===== src/design/arpc_pkg.sv =====
package arpc_pkg;

    // Counter limit for length, printable count and run length.
    localparam int MAX_PACKET_BYTES = 16384;
    localparam int CNT_W            = 15;
    localparam int PCT_W            = 7;
    localparam int BYTE_W           = 8;
    localparam int PCT_SCALE        = 100;
    // Both sides of the percentage test: 100 * 16384 and 127 * 16384 fit.
    localparam int PROD_W           = 22;
    localparam int CFG_IDX_W        = 3;

    typedef logic [CNT_W-1:0]  cnt_t;
    typedef logic [PROD_W-1:0] prod_t;

    typedef enum logic [CFG_IDX_W-1:0] {
        REG_RUN_THRESHOLD     = 3'd0,
        REG_PERCENT_THRESHOLD = 3'd1,
        REG_MIN_HEADER_LEN    = 3'd2,
        REG_MAX_HEADER_LEN    = 3'd3,
        REG_PRINTABLE_LOW     = 3'd4,
        REG_PRINTABLE_HIGH    = 3'd5
    } cfg_index_t;

    localparam cnt_t               RST_RUN_THRESHOLD     = cnt_t'(0);
    localparam logic [PCT_W-1:0]   RST_PERCENT_THRESHOLD = PCT_W'(0);
    localparam cnt_t               RST_MIN_HEADER_LEN    = cnt_t'(42);
    localparam cnt_t               RST_MAX_HEADER_LEN    = cnt_t'(64);
    localparam logic [BYTE_W-1:0]  RST_PRINTABLE_LOW     = BYTE_W'(32);
    localparam logic [BYTE_W-1:0]  RST_PRINTABLE_HIGH    = BYTE_W'(126);

    // Per-packet totals handed from the scan stage to the decision stage.
    typedef struct packed {
        cnt_t len;
        cnt_t count;
        logic hit;
    } pkt_sum_t;

    function automatic cnt_t sat_inc(input cnt_t v);
        return (v < cnt_t'(MAX_PACKET_BYTES)) ? cnt_t'(v + 1'b1)
                                              : cnt_t'(MAX_PACKET_BYTES);
    endfunction

endpackage


===== src/design/ascii_run_packet_capper.sv =====
// Capture-length decision for a byte stream of packets. Words on the s_ side
// carry one packet byte and a last-byte mark; for every packet one result word
// leaves on the m_ side, carrying the bytes to keep (capture_len), the counted
// packet length (wire_len, saturating at 16384) and a flag telling whether the
// packet was cut to max_header_len. Short packets are kept whole; longer ones
// are cut when a printable run reaches run_threshold (0 turns this rule off),
// else kept only if 100 * printable >= percent * (length - min_header_len).
// The block takes one byte per cycle while the result side is not stalled: the
// per-byte counter update and the end-of-packet decision each sit between two
// registers, so a last byte passes the input register, the packet summary
// register and the output register in turn. The user must write configuration
// through cfg_wr_en/cfg_wr_index/cfg_wr_data only while no packet is in flight;
// the block does not enforce this. Writes to unknown indexes are dropped.
module ascii_run_packet_capper
    import arpc_pkg::*;
(
    input  logic                  aclk,
    input  logic                  aresetn,

    input  logic                  cfg_wr_en,
    input  logic [CFG_IDX_W-1:0]  cfg_wr_index,
    input  logic [CNT_W-1:0]      cfg_wr_data,

    input  logic                  s_valid,
    output logic                  s_ready,
    input  logic [BYTE_W-1:0]     s_data_byte,
    input  logic                  s_last_byte,

    output logic                  m_valid,
    input  logic                  m_ready,
    output logic [CNT_W-1:0]      m_capture_len,
    output logic [CNT_W-1:0]      m_wire_len,
    output logic                  m_truncated
);

    // ------------------------------------------------------------------
    // Configuration registers
    // ------------------------------------------------------------------
    cnt_t              run_thr_reg;
    logic [PCT_W-1:0]  pct_thr_reg;
    cnt_t              min_hdr_reg;
    cnt_t              max_hdr_reg;
    logic [BYTE_W-1:0] prn_low_reg;
    logic [BYTE_W-1:0] prn_high_reg;

    always_ff @(posedge aclk) begin
        if (!aresetn) begin
            run_thr_reg  <= RST_RUN_THRESHOLD;
            pct_thr_reg  <= RST_PERCENT_THRESHOLD;
            min_hdr_reg  <= RST_MIN_HEADER_LEN;
            max_hdr_reg  <= RST_MAX_HEADER_LEN;
            prn_low_reg  <= RST_PRINTABLE_LOW;
            prn_high_reg <= RST_PRINTABLE_HIGH;
        end else if (cfg_wr_en) begin
            unique case (cfg_index_t'(cfg_wr_index))
                REG_RUN_THRESHOLD:     run_thr_reg  <= cfg_wr_data;
                REG_PERCENT_THRESHOLD: pct_thr_reg  <= cfg_wr_data[PCT_W-1:0];
                REG_MIN_HEADER_LEN:    min_hdr_reg  <= cfg_wr_data;
                REG_MAX_HEADER_LEN:    max_hdr_reg  <= cfg_wr_data;
                REG_PRINTABLE_LOW:     prn_low_reg  <= cfg_wr_data[BYTE_W-1:0];
                REG_PRINTABLE_HIGH:    prn_high_reg <= cfg_wr_data[BYTE_W-1:0];
                default: ;  // unknown index: drop the write
            endcase
        end
    end

    // ------------------------------------------------------------------
    // Pipeline flow control. Each stage advances when the one after it
    // is empty or advancing; the output register frees on m_ready.
    // ------------------------------------------------------------------
    logic              in_valid_reg;
    logic [BYTE_W-1:0] in_byte_reg;
    logic              in_last_reg;

    logic              sum_valid_reg;
    pkt_sum_t          sum_reg;

    logic              out_valid_reg;
    cnt_t              out_cap_reg;
    cnt_t              out_len_reg;
    logic              out_cut_reg;

    logic out_free;
    logic sum_free;
    logic in_free;
    logic in_fire;

    assign out_free = !out_valid_reg || m_ready;
    assign sum_free = !sum_valid_reg || out_free;
    assign in_free  = !in_valid_reg || sum_free;
    assign in_fire  = in_valid_reg && sum_free;  // byte leaves the input register
    assign s_ready  = in_free;

    // Input register: hold the accepted word until the scan stage takes it.
    always_ff @(posedge aclk) begin
        if (!aresetn) begin
            in_valid_reg <= 1'b0;
        end else if (in_free) begin
            in_valid_reg <= s_valid;
        end
    end

    always_ff @(posedge aclk) begin
        if (in_free && s_valid) begin
            in_byte_reg <= s_data_byte;
            in_last_reg <= s_last_byte;
        end
    end

    // ------------------------------------------------------------------
    // Scan stage: per-packet counters, updated once per byte.
    // ------------------------------------------------------------------
    cnt_t pos_reg,   pos_next;
    cnt_t count_reg, count_next;
    cnt_t run_reg,   run_next;
    logic hit_reg,   hit_next;

    logic scan_on;
    logic printable;
    cnt_t pos_inc;
    cnt_t count_upd;
    cnt_t run_upd;
    logic hit_upd;

    always_comb begin
        scan_on   = pos_reg >= min_hdr_reg;
        printable = (in_byte_reg >= prn_low_reg) && (in_byte_reg <= prn_high_reg);
        pos_inc   = sat_inc(pos_reg);
        count_upd = count_reg;
        run_upd   = run_reg;
        hit_upd   = hit_reg;
        if (scan_on) begin
            if (printable) begin
                run_upd   = sat_inc(run_reg);
                count_upd = sat_inc(count_reg);
                // A zero threshold never matches, since the run is at least one here.
                if (run_upd == run_thr_reg) begin
                    hit_upd = 1'b1;
                end
            end else begin
                run_upd = '0;
            end
        end

        pos_next   = pos_reg;
        count_next = count_reg;
        run_next   = run_reg;
        hit_next   = hit_reg;
        if (in_fire) begin
            if (in_last_reg) begin
                // End of packet: clear for the next one.
                pos_next   = '0;
                count_next = '0;
                run_next   = '0;
                hit_next   = 1'b0;
            end else begin
                pos_next   = pos_inc;
                count_next = count_upd;
                run_next   = run_upd;
                hit_next   = hit_upd;
            end
        end
    end

    always_ff @(posedge aclk) begin
        if (!aresetn) begin
            pos_reg   <= '0;
            count_reg <= '0;
            run_reg   <= '0;
            hit_reg   <= 1'b0;
        end else begin
            pos_reg   <= pos_next;
            count_reg <= count_next;
            run_reg   <= run_next;
            hit_reg   <= hit_next;
        end
    end

    // Packet summary register: loaded only on the last byte of a packet.
    always_ff @(posedge aclk) begin
        if (!aresetn) begin
            sum_valid_reg <= 1'b0;
        end else if (sum_free) begin
            sum_valid_reg <= in_fire && in_last_reg;
        end
    end

    always_ff @(posedge aclk) begin
        if (in_fire && in_last_reg) begin
            sum_reg.len   <= pos_inc;
            sum_reg.count <= count_upd;
            sum_reg.hit   <= hit_upd;
        end
    end

    // ------------------------------------------------------------------
    // Decision stage: short packet, run rule, then the percentage test.
    // ------------------------------------------------------------------
    cnt_t  span;
    prod_t pct_lhs;
    prod_t pct_rhs;
    cnt_t  cap_calc;
    logic  cut_calc;

    always_comb begin
        span    = (sum_reg.len > min_hdr_reg) ? cnt_t'(sum_reg.len - min_hdr_reg) : '0;
        pct_lhs = prod_t'(sum_reg.count) * prod_t'(PCT_SCALE);
        pct_rhs = prod_t'(pct_thr_reg) * prod_t'(span);
        priority if (max_hdr_reg >= sum_reg.len) begin
            cap_calc = sum_reg.len;
            cut_calc = 1'b0;
        end else if (sum_reg.hit) begin
            cap_calc = max_hdr_reg;
            cut_calc = 1'b1;
        end else if (pct_lhs >= pct_rhs) begin
            cap_calc = sum_reg.len;
            cut_calc = 1'b0;
        end else begin
            cap_calc = max_hdr_reg;
            cut_calc = 1'b1;
        end
    end

    // Output register: hold the result word until m_ready takes it.
    always_ff @(posedge aclk) begin
        if (!aresetn) begin
            out_valid_reg <= 1'b0;
        end else if (out_free) begin
            out_valid_reg <= sum_valid_reg;
        end
    end

    always_ff @(posedge aclk) begin
        if (out_free && sum_valid_reg) begin
            out_cap_reg <= cap_calc;
            out_len_reg <= sum_reg.len;
            out_cut_reg <= cut_calc;
        end
    end

    assign m_valid       = out_valid_reg;
    assign m_capture_len = out_cap_reg;
    assign m_wire_len    = out_len_reg;
    assign m_truncated   = out_cut_reg;

endmodule


===== config.mk =====
export PLATFORM = sky130hd
export DESIGN_NAME = ascii_run_packet_capper
export DESIGN_NICKNAME = d
export VERILOG_FILES = /design/src/design/arpc_pkg.sv /design/src/design/ascii_run_packet_capper.sv
export SDC_FILE = /design/constraint.sdc
export NUM_CORES = 1
export LEC_CHECK = 0
export BUFFER_PORTS_ARGS = -buffer_cell sky130_fd_sc_hd__buf_2
export CELL_PAD_IN_SITES_DETAIL_PLACEMENT = 0
export CELL_PAD_IN_SITES_GLOBAL_PLACEMENT = 1
export CORE_ASPECT_RATIO = 0.9
export CORE_MARGIN = 1
export CORE_UTILIZATION = 40
export DETAILED_ROUTE_END_ITERATION = 10
export PLACE_DENSITY = 0.68
export SYNTH_ARGS = -nofsm -noshare
export SYNTH_HDL_FRONTEND = slang
export SYNTH_SLANG_ARGS = --single-unit
export TNS_END_PERCENT = 50

===== constraint.sdc =====
create_clock -name aclk -period 11.8 [get_ports aclk]
set_input_delay 2.36 -clock aclk [delete_from_list [all_inputs] [get_ports aclk]]
set_output_delay 2.36 -clock aclk [all_outputs]
set_load 0.02 [all_outputs]

==> results.py <==
metrics = {
    "outcome": {
        "status": "finished clean",
    },
    "floorplan": {
        "pin_count": 65,
        "initial_core_util_pct": 40.9,
        "dieWidth_um": 208,
        "row_count": 67,
        "core_um2": 37600,
        "dieArea_um2": 39200,
        "die_y_um": 188,
    },
    "sta": {
        "hold_slack_ns": 0.458,
        "drv_slew": 0,
        "relSlewSlack_pct": 16.2,
        "setup_ws_ns": 2.14,
        "fin_tns_setup_ns": 0,
        "tightest_slew_ns": 1.25,
        "min_period_over_period_pct": 81.9,
        "setup_viol": 0,
        "period_needed_ns": 9.66,
        "finClkSkew_ns": 0.0289,
        "fmax_mhz": 103,
        "hold_viol": 0,
        "rsz0062_at_grt": "false",
    },
    "route": {
        "final_antenna_net_count": 0,
        "wl_per_cell_um": 18.9,
        "dr.pass1.iters": 5,
        "drtIter0Drc": 1005,
        "remaining_drc_errors": 0,
        "vias_per_cell": 5.59,
        "routed_wl_um": 42900,
        "routed-via-count": 12671,
    },
    "finish": {
        "fill_cells": 3714,
        "largest_register_ffs": 31,
        "layout-drive-gt1-share_pct": 8.18,
        "multi_input_area_um2": 9910,
        "register_area_um2": 4470,
        "antenna_cells": 0,
        "syn2layout_area_growth_pct": 8.43,
        "final_nets": 2051,
    },
    "global_routing": {
        "grt_max_degree": 52,
        "grt_pass1_vias": 12135,
        "grt_first_pass_wirelength_um": 68300,
        "overflow": 0,
        "grt_antenna_before_repair": 0,
        "gr-usage-all-layers_pct": 22.3,
    },
    "synth": {
        "synth_warnings": 0,
        "synthesis.nets": 2033,
        "synth_ff_type": "dfxtp_1",
        "synth_edf_count": 71,
        "ys_seq_area_share_pct": 29.2,
        "syn_avg_cell_area_um2": 8.75,
        "synth_cell_types": 77,
        "postSynth.asyncResetShare_pct": 0,
        "ys_ff_latch": 188,
        "syn_area_um2": 15300,
        "synth_cells": 1753,
    },
    "critical_path": {
        "critPathMaxStageDelay_ns": 0.63,
        "crit_start": "min_hdr_reg[1]",
        "worst_setup_path_start_kind": "register",
        "crit_type": "reg2reg",
        "r2r_start": "min_hdr_reg[1]",
        "cp_slowest_cell": "a31oi_4",
        "crit_path_end_kind": "register",
        "critPathRequiredTime_ns": 11.99,
        "arrival_ns": 9.86,
        "cp_max_fo": 33,
    },
    "clocking": {
        "cts_sinks": 188,
        "numCtsBuffers": 17,
        "tritoncts": "built",
        "cts-root-buf": "clkbuf_16",
        "path_clk_slew_ns": 0.07,
        "cts_buffer_depth": 2,
        "post-cts-setup-buffers": 0,
        "ctsResizeCount": 0,
        "cts.htree.levels": 4,
        "clock_latency_ns": 0.45,
        "holdBufCountCts": 0,
    },
    "power": {
        "powerDensity_nw_per_um2": 84.7,
        "ir_drop_mv": 0.102,
        "p_leak_nw": 7.29,
    },
    "place": {
        "pre_cts_ws_ns": 2.31,
        "place.gp.congestion": 0.931,
        "port_buffers": 64,
        "hpwl_um": 33300,
    },
    "min_path": {
        "min_from": "prn_low_reg[2]",
        "hold_class": "reg2reg",
    },
    "job": {
        "cap_violations": 0,
    },
}
## Yosys cell counts (all sizes together), types with 4 or more instances
library cell / count / area, um2
nand2: 194 / 728
inv: 178 / 668
ha: 173 / 2160
a21oi: 128 / 644
dfxtp: 117 / 2340
nor3: 116 / 596
nor2: 104 / 390
fa: 75 / 1500
edfxtp: 71 / 2130
clkbuf: 60 / 225
o21ai: 57 / 285
nand3: 50 / 255
xor2: 39 / 342
a21o: 33 / 248
xnor2: 29 / 254
nand4: 22 / 144
nor4: 21 / 168
nor2b: 20 / 125
and3: 16 / 100
buf: 16 / 82.6
mux2: 16 / 180
o211ai: 16 / 120
a31oi: 14 / 103
mux2i: 14 / 140
nand2b: 14 / 87.6
or3: 14 / 87.6
a22oi: 12 / 90.1
nand4b: 11 / 96.3
nor4b: 11 / 96.3
a22o: 9 / 78.8
and2: 9 / 56.3
nand3b: 9 / 67.6
a2111oi: 6 / 52.6
o21a: 6 / 45.0
o21bai: 6 / 45.0
nor3b: 5 / 37.5
or2: 5 / 31.3
a211o: 4 / 35.0
a211oi: 4 / 30.0
a41oi: 4 / 35.0
and4: 4 / 35.0
## cell usage in the layout (no fill, tap or decap), types with 33 or more instances in the layout
cell        n
xor2_1     39
nand2_1   194
edfxtp_1   71
inv_1     177
buf_2      64
nand3_1    49
nor2_1    104
a21oi_1   127
nor3_1    113
o21ai_0    55
a21o_1     33
dfxtp_1   117
fa_1       75
ha_1      173
## area by class of cell
cell class	count	share of cell area, %
Multi-Input combinational cell	1311	59.6
Sequential cell	188	26.9
Inverter	178	4.02
Tap cell	483	3.63
Clock buffer	17	2.56
Timing Repair Buffer	75	2.42
Clock inverter	15	0.932
## worst paths after layout
kind	slack (ns)	depth (start not counted)	end
max	2.14	37	m_capture_len[1]
max reg2reg	2.14	37	m_capture_len[1]
min reg2reg	0.46	2	prn_low_reg[2]
min	0.46	2	prn_low_reg[2]
## worst max-delay path: cells and delay by family (launching register included)
family / cells / cell delay (ns)
flip-flops: 1 / 0.38
AO/OA/AOI/OAI: 15 / 3.29
multiplexers: 1 / 0.42
adder cells (fa/ha/maj): 7 / 3.03
XOR/XNOR: 1 / 0.20
buffers and inverters: 7 / 0.69
AND/OR/NAND/NOR: 6 / 1.38
## metal layers
| layer | routed length, um | vias to the layer above | global-route usage (%) |
|---|---|---|---|
| met5 | 0 | - | 0 |
| met4 | 540 | 0 | 4.84 |
| met3 | 2240 | 36 | 3.27 |
| met2 | 18600 | 314 | 33.5 |
| met1 | 21500 | 6101 | 33.4 |
| li1 | - | 6220 | - |
## power breakdown
| part | switching (mW) | total (mW) | internal (mW) |
|---|---|---|---|
| Clock | 0.291 | 0.573 | 0.283 |
| Sequential | 0.00920 | 0.691 | 0.682 |
| Combinational | 0.0972 | 0.145 | 0.0480 |
| Total | 0.397 | 1.41 | 1.01 |
## kinds of logic after synthesis
logic type / share of synthesized area, %
compound gates: 14.0
xor+xnor: 4.03
fa+ha+maj: 23.9
buf+inv: 6.36
flops: 29.2
mux: 2.09
simple gates: 20.5
## through the flow
step / cell area, um2 / power [mW] / instances / util [%]
after floorplan: 15300 / 0.798 / 1753 / -
after global placement: 16100 / 0.849 / 2235 / 42.8
after detailed placement: 16100 / 0.851 / 2235 / 42.8
after CTS: 16600 / 1.42 / 2267 / 44.3
after global routing: 16600 / 1.47 / 2267 / 44.3
final: 16600 / 1.41 / 2267 / 44.3
Power figures use the tool's default switching activity.
